`src/sv/cpf_pkg.sv`:
```
// Shared types, constants and helper functions for the CPF check-digit validator.
// Used by cpf_check_digit_validator_unit; depends on nothing else.
package cpf_pkg;

	// Positions within the formatted string "DDD.DDD.DDD-DD".
	localparam int unsigned POS_W = 4;
	localparam logic [POS_W-1:0] STRING_LENGTH = 4'd14;
	localparam logic [POS_W-1:0] DOT_POS_A     = 4'd3;
	localparam logic [POS_W-1:0] DOT_POS_B     = 4'd7;
	localparam logic [POS_W-1:0] HYPHEN_POS    = 4'd11;
	localparam logic [POS_W-1:0] POS_MAX       = 4'd15;
	localparam logic [POS_W-1:0] FIRST_CHECK_POS  = STRING_LENGTH - 4'd2;
	localparam logic [POS_W-1:0] SECOND_CHECK_POS = STRING_LENGTH - 4'd1;

	// Character codes.
	localparam logic [7:0] CHAR_DOT    = 8'h2E;
	localparam logic [7:0] CHAR_HYPHEN = 8'h2D;
	localparam logic [7:0] CHAR_ZERO   = 8'h30;
	localparam logic [7:0] CHAR_NINE   = 8'h39;

	// Check-digit arithmetic.
	localparam logic [3:0] CHECK_MODULUS = 4'd11;
	localparam logic [3:0] FOLD_VALUE    = 4'd10;
	// Reciprocal of the modulus scaled by 2^11; exact for dividends up to 127.
	localparam int unsigned RECIP_SHIFT = 11;
	localparam logic [7:0] RECIP_MULT   = 8'd187;

	// Reason codes reported with each result.
	localparam logic [2:0] FAIL_NONE   = 3'd0;
	localparam logic [2:0] FAIL_LENGTH = 3'd1;
	localparam logic [2:0] FAIL_FORMAT = 3'd2;
	localparam logic [2:0] FAIL_FIRST  = 3'd3;
	localparam logic [2:0] FAIL_SECOND = 3'd4;

	typedef struct packed {
		logic [7:0] character;
		logic       last_char;
	} item_t;

	typedef struct packed {
		logic       is_valid;
		logic [2:0] fail_reason;
	} result_t;

	// Remainder of a 7-bit value modulo 11, by multiplying with the reciprocal.
	function automatic logic [3:0] mod11(input logic [6:0] x);
		logic [14:0] prod;
		logic [3:0]  quot;
		logic [6:0]  rem;
		prod = 15'(x) * 15'(RECIP_MULT);
		quot = prod[RECIP_SHIFT +: 4];
		rem  = x - (7'(quot) * 7'(CHECK_MODULUS));
		return rem[3:0];
	endfunction

	// A remainder of ten counts as zero.
	function automatic logic [3:0] fold(input logic [3:0] r);
		return (r == FOLD_VALUE) ? 4'd0 : r;
	endfunction

	// Index of the digit held at string position p, separators skipped.
	function automatic logic [3:0] digit_index(input logic [POS_W-1:0] p);
		logic [3:0] idx;
		idx = p;
		if (p > DOT_POS_A) idx = idx - 4'd1;
		if (p > DOT_POS_B) idx = idx - 4'd1;
		if (p > HYPHEN_POS) idx = idx - 4'd1;
		return idx;
	endfunction

endpackage

```
`src/sv/cpf_check_digit_validator_unit.sv`:
```
// Top level of the CPF check-digit validator: input register, per-character
// checks and running mod-11 sums, and the result register.
// Depends on cpf_pkg for types, constants and the mod-11 helper functions.

// Usage:
// The item channel (item_valid, item_ready, item) carries one ASCII character
// of a formatted CPF "DDD.DDD.DDD-DD" per transfer, with last_char set on the
// final character. The result channel (result_valid, result_ready, result)
// carries one result per string, only for the character that had last_char
// set; all other characters produce nothing.
// Throughput is one character per cycle while item_ready is high. A transfer on
// the item channel is registered in the input stage; when it retires from there
// its checks and sum updates are applied and, for a last character, the result
// register is loaded, and the result is presented from that register.
// When the receiver stalls, the result register holds its value; the input
// stage keeps accepting ordinary characters, and only stops (item_ready low)
// when a last character waits behind a result that has not yet been taken.
// Reset clears the position counter, the sums, the error flags and both valid
// flags, so the first character after reset starts a new string. After every
// last character the per-string state also returns to zero.
module cpf_check_digit_validator_unit (
	input  logic            clk,
	input  logic            arst_n,
	input  logic            item_valid,
	output logic            item_ready,
	input  cpf_pkg::item_t   item,
	output logic            result_valid,
	input  logic            result_ready,
	output cpf_pkg::result_t result
);

	// Input stage.
	logic           valid_s1;
	cpf_pkg::item_t item_s1;

	// Per-string state.
	logic [cpf_pkg::POS_W-1:0] pos_q;
	logic                      format_bad_q;
	logic [3:0]                sum_first_q;
	logic [3:0]                sum_second_q;
	logic                      first_bad_q;

	// Result register.
	logic             result_valid_q;
	cpf_pkg::result_t result_q;

	// Handshake between stages.
	logic out_free;
	logic s1_go;

	// Per-character logic.
	logic [cpf_pkg::POS_W-1:0] pos_next;
	logic       in_range;
	logic       is_digit;
	logic       is_sep;
	logic       fmt_err;
	logic       digit_ok;
	logic [3:0] dval;
	logic [3:0] idx;
	logic [6:0] acc_first;
	logic [6:0] acc_second;
	logic [3:0] sum_first_next;
	logic [3:0] sum_second_next;
	logic       format_bad_next;
	logic       first_bad_next;
	logic       second_bad;
	logic [2:0] reason;

	// The result register can take a new result when it is empty or being emptied.
	assign out_free   = !result_valid_q || result_ready;
	// A character in the input stage retires unless it needs the result register
	// and that register is still occupied.
	assign s1_go      = valid_s1 && (!item_s1.last_char || out_free);
	assign item_ready = !valid_s1 || s1_go;

	always_comb begin
		in_range = pos_q < cpf_pkg::STRING_LENGTH;
		is_digit = (item_s1.character >= cpf_pkg::CHAR_ZERO)
			&& (item_s1.character <= cpf_pkg::CHAR_NINE);
		// For an ASCII digit the value is the low nibble.
		dval     = is_digit ? item_s1.character[3:0] : 4'd0;
		is_sep   = (pos_q == cpf_pkg::DOT_POS_A) || (pos_q == cpf_pkg::DOT_POS_B)
			|| (pos_q == cpf_pkg::HYPHEN_POS);
		idx      = cpf_pkg::digit_index(pos_q);

		if (!in_range) begin
			fmt_err = 1'b0;
		end else if ((pos_q == cpf_pkg::DOT_POS_A) || (pos_q == cpf_pkg::DOT_POS_B)) begin
			fmt_err = item_s1.character != cpf_pkg::CHAR_DOT;
		end else if (pos_q == cpf_pkg::HYPHEN_POS) begin
			fmt_err = item_s1.character != cpf_pkg::CHAR_HYPHEN;
		end else begin
			fmt_err = !is_digit;
		end
		digit_ok = in_range && !is_sep && is_digit;

		// Running sums: digit times weight, added to a remainder below eleven.
		acc_first  = 7'(sum_first_q) + (7'(dval) * (7'(idx) + 7'd1));
		acc_second = 7'(sum_second_q) + (7'(dval) * 7'(idx));

		sum_first_next = (digit_ok && (pos_q < cpf_pkg::FIRST_CHECK_POS))
			? cpf_pkg::mod11(acc_first) : sum_first_q;
		sum_second_next = (digit_ok && (pos_q < cpf_pkg::SECOND_CHECK_POS))
			? cpf_pkg::mod11(acc_second) : sum_second_q;

		format_bad_next = format_bad_q || fmt_err;
		first_bad_next  = first_bad_q || (digit_ok && (pos_q == cpf_pkg::FIRST_CHECK_POS)
			&& (cpf_pkg::fold(sum_first_q) != dval));
		second_bad      = digit_ok && (pos_q == cpf_pkg::SECOND_CHECK_POS)
			&& (cpf_pkg::fold(sum_second_q) != dval);

		priority if (pos_q != cpf_pkg::SECOND_CHECK_POS) begin
			reason = cpf_pkg::FAIL_LENGTH;
		end else if (format_bad_next) begin
			reason = cpf_pkg::FAIL_FORMAT;
		end else if (first_bad_next) begin
			reason = cpf_pkg::FAIL_FIRST;
		end else if (second_bad) begin
			reason = cpf_pkg::FAIL_SECOND;
		end else begin
			reason = cpf_pkg::FAIL_NONE;
		end

		// The position saturates so that an overlong string still reports length.
		pos_next = (pos_q < cpf_pkg::POS_MAX) ? pos_q + 4'd1 : pos_q;
	end

	// Input stage valid flag.
	always_ff @(posedge clk or negedge arst_n) begin
		if (!arst_n) begin
			valid_s1 <= 1'b0;
		end else if (item_ready) begin
			valid_s1 <= item_valid;
		end
	end

	// Input stage payload.
	always_ff @(posedge clk) begin
		if (item_valid && item_ready) begin
			item_s1 <= item;
		end
	end

	// Per-string state: advances on every retired character and clears after the last.
	always_ff @(posedge clk or negedge arst_n) begin
		if (!arst_n) begin
			pos_q        <= '0;
			format_bad_q <= 1'b0;
			sum_first_q  <= '0;
			sum_second_q <= '0;
			first_bad_q  <= 1'b0;
		end else if (s1_go) begin
			if (item_s1.last_char) begin
				pos_q        <= '0;
				format_bad_q <= 1'b0;
				sum_first_q  <= '0;
				sum_second_q <= '0;
				first_bad_q  <= 1'b0;
			end else begin
				pos_q        <= pos_next;
				format_bad_q <= format_bad_next;
				sum_first_q  <= sum_first_next;
				sum_second_q <= sum_second_next;
				first_bad_q  <= first_bad_next;
			end
		end
	end

	// Result register valid flag.
	always_ff @(posedge clk or negedge arst_n) begin
		if (!arst_n) begin
			result_valid_q <= 1'b0;
		end else if (out_free) begin
			result_valid_q <= s1_go && item_s1.last_char;
		end
	end

	// Result register payload.
	always_ff @(posedge clk) begin
		if (s1_go && item_s1.last_char) begin
			result_q.is_valid    <= reason == cpf_pkg::FAIL_NONE;
			result_q.fail_reason <= reason;
		end
	end

	assign result_valid = result_valid_q;
	assign result       = result_q;

endmodule
```
`config.mk`:
```
export PLATFORM = sky130hd
export DESIGN_NAME = cpf_check_digit_validator_unit
export DESIGN_NICKNAME = d
export VERILOG_FILES = /design/src/sv/cpf_pkg.sv /design/src/sv/cpf_check_digit_validator_unit.sv
export SDC_FILE = /design/constraint.sdc
export NUM_CORES = 1
export LEC_CHECK = 0
export BUFFER_PORTS_ARGS = -buffer_cell sky130_fd_sc_hd__buf_2
export CORE_UTILIZATION = 65
export CTS_BUF_LIST = sky130_fd_sc_hd__clkbuf_4 sky130_fd_sc_hd__clkbuf_8 sky130_fd_sc_hd__clkbuf_16
export DETAILED_ROUTE_END_ITERATION = 10
export GPL_ROUTABILITY_DRIVEN = 0
export PLACE_DENSITY_LB_ADDON = 0.15
export SLEW_MARGIN = 20
export SYNTH_ARGS = -nofsm -noshare
export SYNTH_HDL_FRONTEND = slang
export SYNTH_SLANG_ARGS = --single-unit
```
`constraint.sdc`:
```
create_clock -name clk -period 15.24 [get_ports clk]
set_input_delay 3.048 -clock clk [delete_from_list [all_inputs] [get_ports clk]]
set_output_delay 3.048 -clock clk [all_outputs]
set_load 0.01 [all_outputs]
```
==> impl_metrics.json <==
{
  "htree_levels": 2,
  "critPathMaxFanout": 13,
  "drive_gt1_share_pct": 6.700,
  "synth-seq-cells": 29,
  "arrival_ps": 11790,
  "cts_sinks": 29,
  "syn_inst": 588,
  "dr_wl_met2_microns": 5380,
  "grt_start_max_net_pins": 20,
  "grt_use_total_pct": 26.34,
  "layout_setup_ws_ps": 3638,
  "ir_drop_v": 0.00004373,
  "status": "completed",
  "tightest_slew_ps": 629.1,
  "core_sq_um": 7888,
  "wire_per_inst_microns": 15.01,
  "postCtsSetupBuffers": 0,
  "drv_cap": 0,
  "wl_microns": 10490,
  "rsz0062_at_grt": "false",
  "die_w_microns": 93.10,
  "slew-limit-headroom_pct": 58.06,
  "async_flop_share_pct": 55.17,
  "maxClockFrequency_mhz": 86.19,
  "tritoncts": "yes",
  "antenna_found_initial": 0,
  "postCtsHoldBufs": 0,
  "hold_class": "reg2reg",
  "vias_per_cell": 5.750,
  "setup_viol": 0,
  "layout_common_cells": "inv_1, ha_1, fa_1",
  "row_count": 32,
  "cts.path.max_buffers": 2,
  "yosys_warnings": 0,
  "diodes": 0,
  "grt_pass1_vias": 4144,
  "syn2layout_area_growth_pct": 4.268,
  "dieArea_sq_um": 8667,
  "vias": 4019,
  "synth_ff_type": "dfrtp_1",
  "setup_tns_ps": 0,
  "cp_slowest_stage_delay_ps": 640,
  "startpoint_type": "flip-flop",
  "finalHoldViolCount": 0,
  "final_common_cell": "inv_1",
  "required_ps": 15430,
  "fin_util_pct": 71.30,
  "drt_first_iter_violations": 143,
  "start_util_pct": 68.39,
  "place_inst": 691,
  "top_layer": "met4",
  "power_density_nw_per_um2": 59.71,
  "crit_type": "reg2reg",
  "dieHeight_microns": 93.10,
  "post-route-min-period_ps": 11600,
  "overflow": 0,
  "first_pass_iters": 5,
  "hpwl_microns": 9072,
  "drv_slew": 0,
  "wl_met1_microns": 4480,
  "drc_errors": 0,
  "path_clk_slew_ps": 60,
  "fin_crit_sh_pct": 76.13,
  "fill_cells": 623,
  "synth.cell_area_sq_um": 5394,
  "p_leak_nw": 3.089,
  "cp-end-kind": "flip-flop",
  "synth_nets": 758,
  "clock_skew_ps": 2.610,
  "hold_ws_ps": 514.8,
  "port_buffers": 18,
  "synth_cell_types": 57,
  "post-place-ws_ps": 3706,
  "insertion_delay_ps": 270,
  "antenna_left": 0,
  "finish.net_count": 766,
  "fin_cells": 699,
  "ys_seq_area_share_pct": 14.66,
  "synth.avg_cell_area_sq_um": 9.173,
  "wl_met3_microns": 412,
  "synth-edff-count": 13,
  "cts_resized": 0,
  "clockRootBuffer": "clkbuf_8",
  "grt_pass1_wl_microns": 18120,
  "io_pins": 19,
  "slowest_stage": "dfrtp_1",
  "cts-buffers-inserted": 5
}
==> metrics by stage <==
| stage | power (mW) | area, sq um |
|---|---|---|
| after floorplan | 0.2347 | 5394 |
| after global placement | 0.2661 | 5538 |
| after detailed placement | 0.2748 | 5538 |
| after CTS | 0.3368 | 5624 |
| after global routing | 0.3683 | 5624 |
| final | 0.3358 | 5624 |
==> worst max-delay path, delay by kind of cell, from the launching register on <==
family                     cells  cell delay (ps)
DFF                            1              640
buffers and inverters          8              530
xor gates and xnor gates       9             1580
muxes                          1              310
adders and majority gates     15             6050
AOI/OAI and AO/OA             10             2120
and+or+nand+nor                2              250
==> where the power goes <==
group          internal (mW)  leakage [nW]  switching [mW]  total [mW]
logic                 0.0721          2.70           0.100       0.172
clock network         0.0333        0.0484          0.0283      0.0617
registers             0.0892         0.336          0.0128       0.102
total                  0.195          3.09           0.141       0.336
==> registers in the layout, summed over array words and instances (netlist names), 4 cells and up <==
| name | cells |
|---|---|
| item_s1 | 9 |
| sum_first_q | 4 |
| sum_second_q | 4 |
| pos_q | 4 |
| result | 4 |
==> layer usage <==
metal,track usage (%),up-vias
li1,-,1967
met1,33.44,1935
met2,46.57,101
met3,3.902,16
met4,7.308,0
met5,0,-
==> synthesized netlist by cell type (all sizes together) (2+ instances only) <==
library cell  count  area [sq um]
a2111oi           2         37.54
a211oi            3         22.52
a21boi            2         15.01
a21o              9         70.07
a21oi            35         175.2
a22o              4         35.03
a22oi             2         20.02
a32oi             2         17.52
and2              5         31.28
and3              8         50.05
buf               6         32.53
clkbuf           11         41.29
dfrtp            16         400.4
edfxtp           13         390.4
fa               50          1001
ha              107          1339
inv             113         424.2
mux2              2         22.52
mux2i             4         40.04
nand2            35         131.4
nand2b            7         43.79
nand3            12         60.06
nand3b            3         22.52
nand4             3         18.77
nor2             33         123.9
nor2b             5         31.28
nor3              4         25.02
nor3b             3         22.52
o211ai            2         15.01
o21ai            14         70.07
o21bai            3         22.52
o22ai             4         37.53
o31ai             7         57.55
xnor2            38         347.8
xor2              9         78.83
==> cells by family (layout without fill, tap and decap cells) <==
group           after synthesis  after routing  synth area share [%]
compound gates               98             98                 12.57
flops                        29             29                 14.66
fa+ha+maj                   157            157                 43.38
mux                           6              6                 1.160
simple gates                120            120                 10.67
xor+xnor                     48             48                 8.328
buf+inv                     130            139                 9.232
==> cell type report <==
class | instances | area, sq um | share of cell area [%]
clock buffer | 6 | 76.32 | 1.357
clock inverter | 2 | 10.01 | 0.1780
inverter | 113 | 424.2 | 7.542
multi-input combinational | 429 | 4105 | 72.99
sequential | 29 | 790.8 | 14.06
tap | 102 | 127.6 | 2.269
timing repair buffer | 18 | 90.09 | 1.602
==> final timing paths <==
check | start | end | slack, ps | cells after the start
max | pos_q[0]$_DFFE_PN0P_ | sum_first_q[3]$_DFFE_PN0P_ | 3640 | 45
min | sum_second_q[2]$_DFFE_PN0P_ | sum_second_q[2]$_DFFE_PN0P_ | 510 | 1
max reg2reg | pos_q[0]$_DFFE_PN0P_ | sum_first_q[3]$_DFFE_PN0P_ | 3640 | 45
min reg2reg | sum_second_q[2]$_DFFE_PN0P_ | sum_second_q[2]$_DFFE_PN0P_ | 510 | 1
max in group asynchronous | arst_n | sum_first_q[2]$_DFFE_PN0P_ | 12270 | 1
min in group asynchronous | arst_n | sum_second_q[2]$_DFFE_PN0P_ | 2690 | 1
Note: power is estimated with default switching activity, not from simulation.
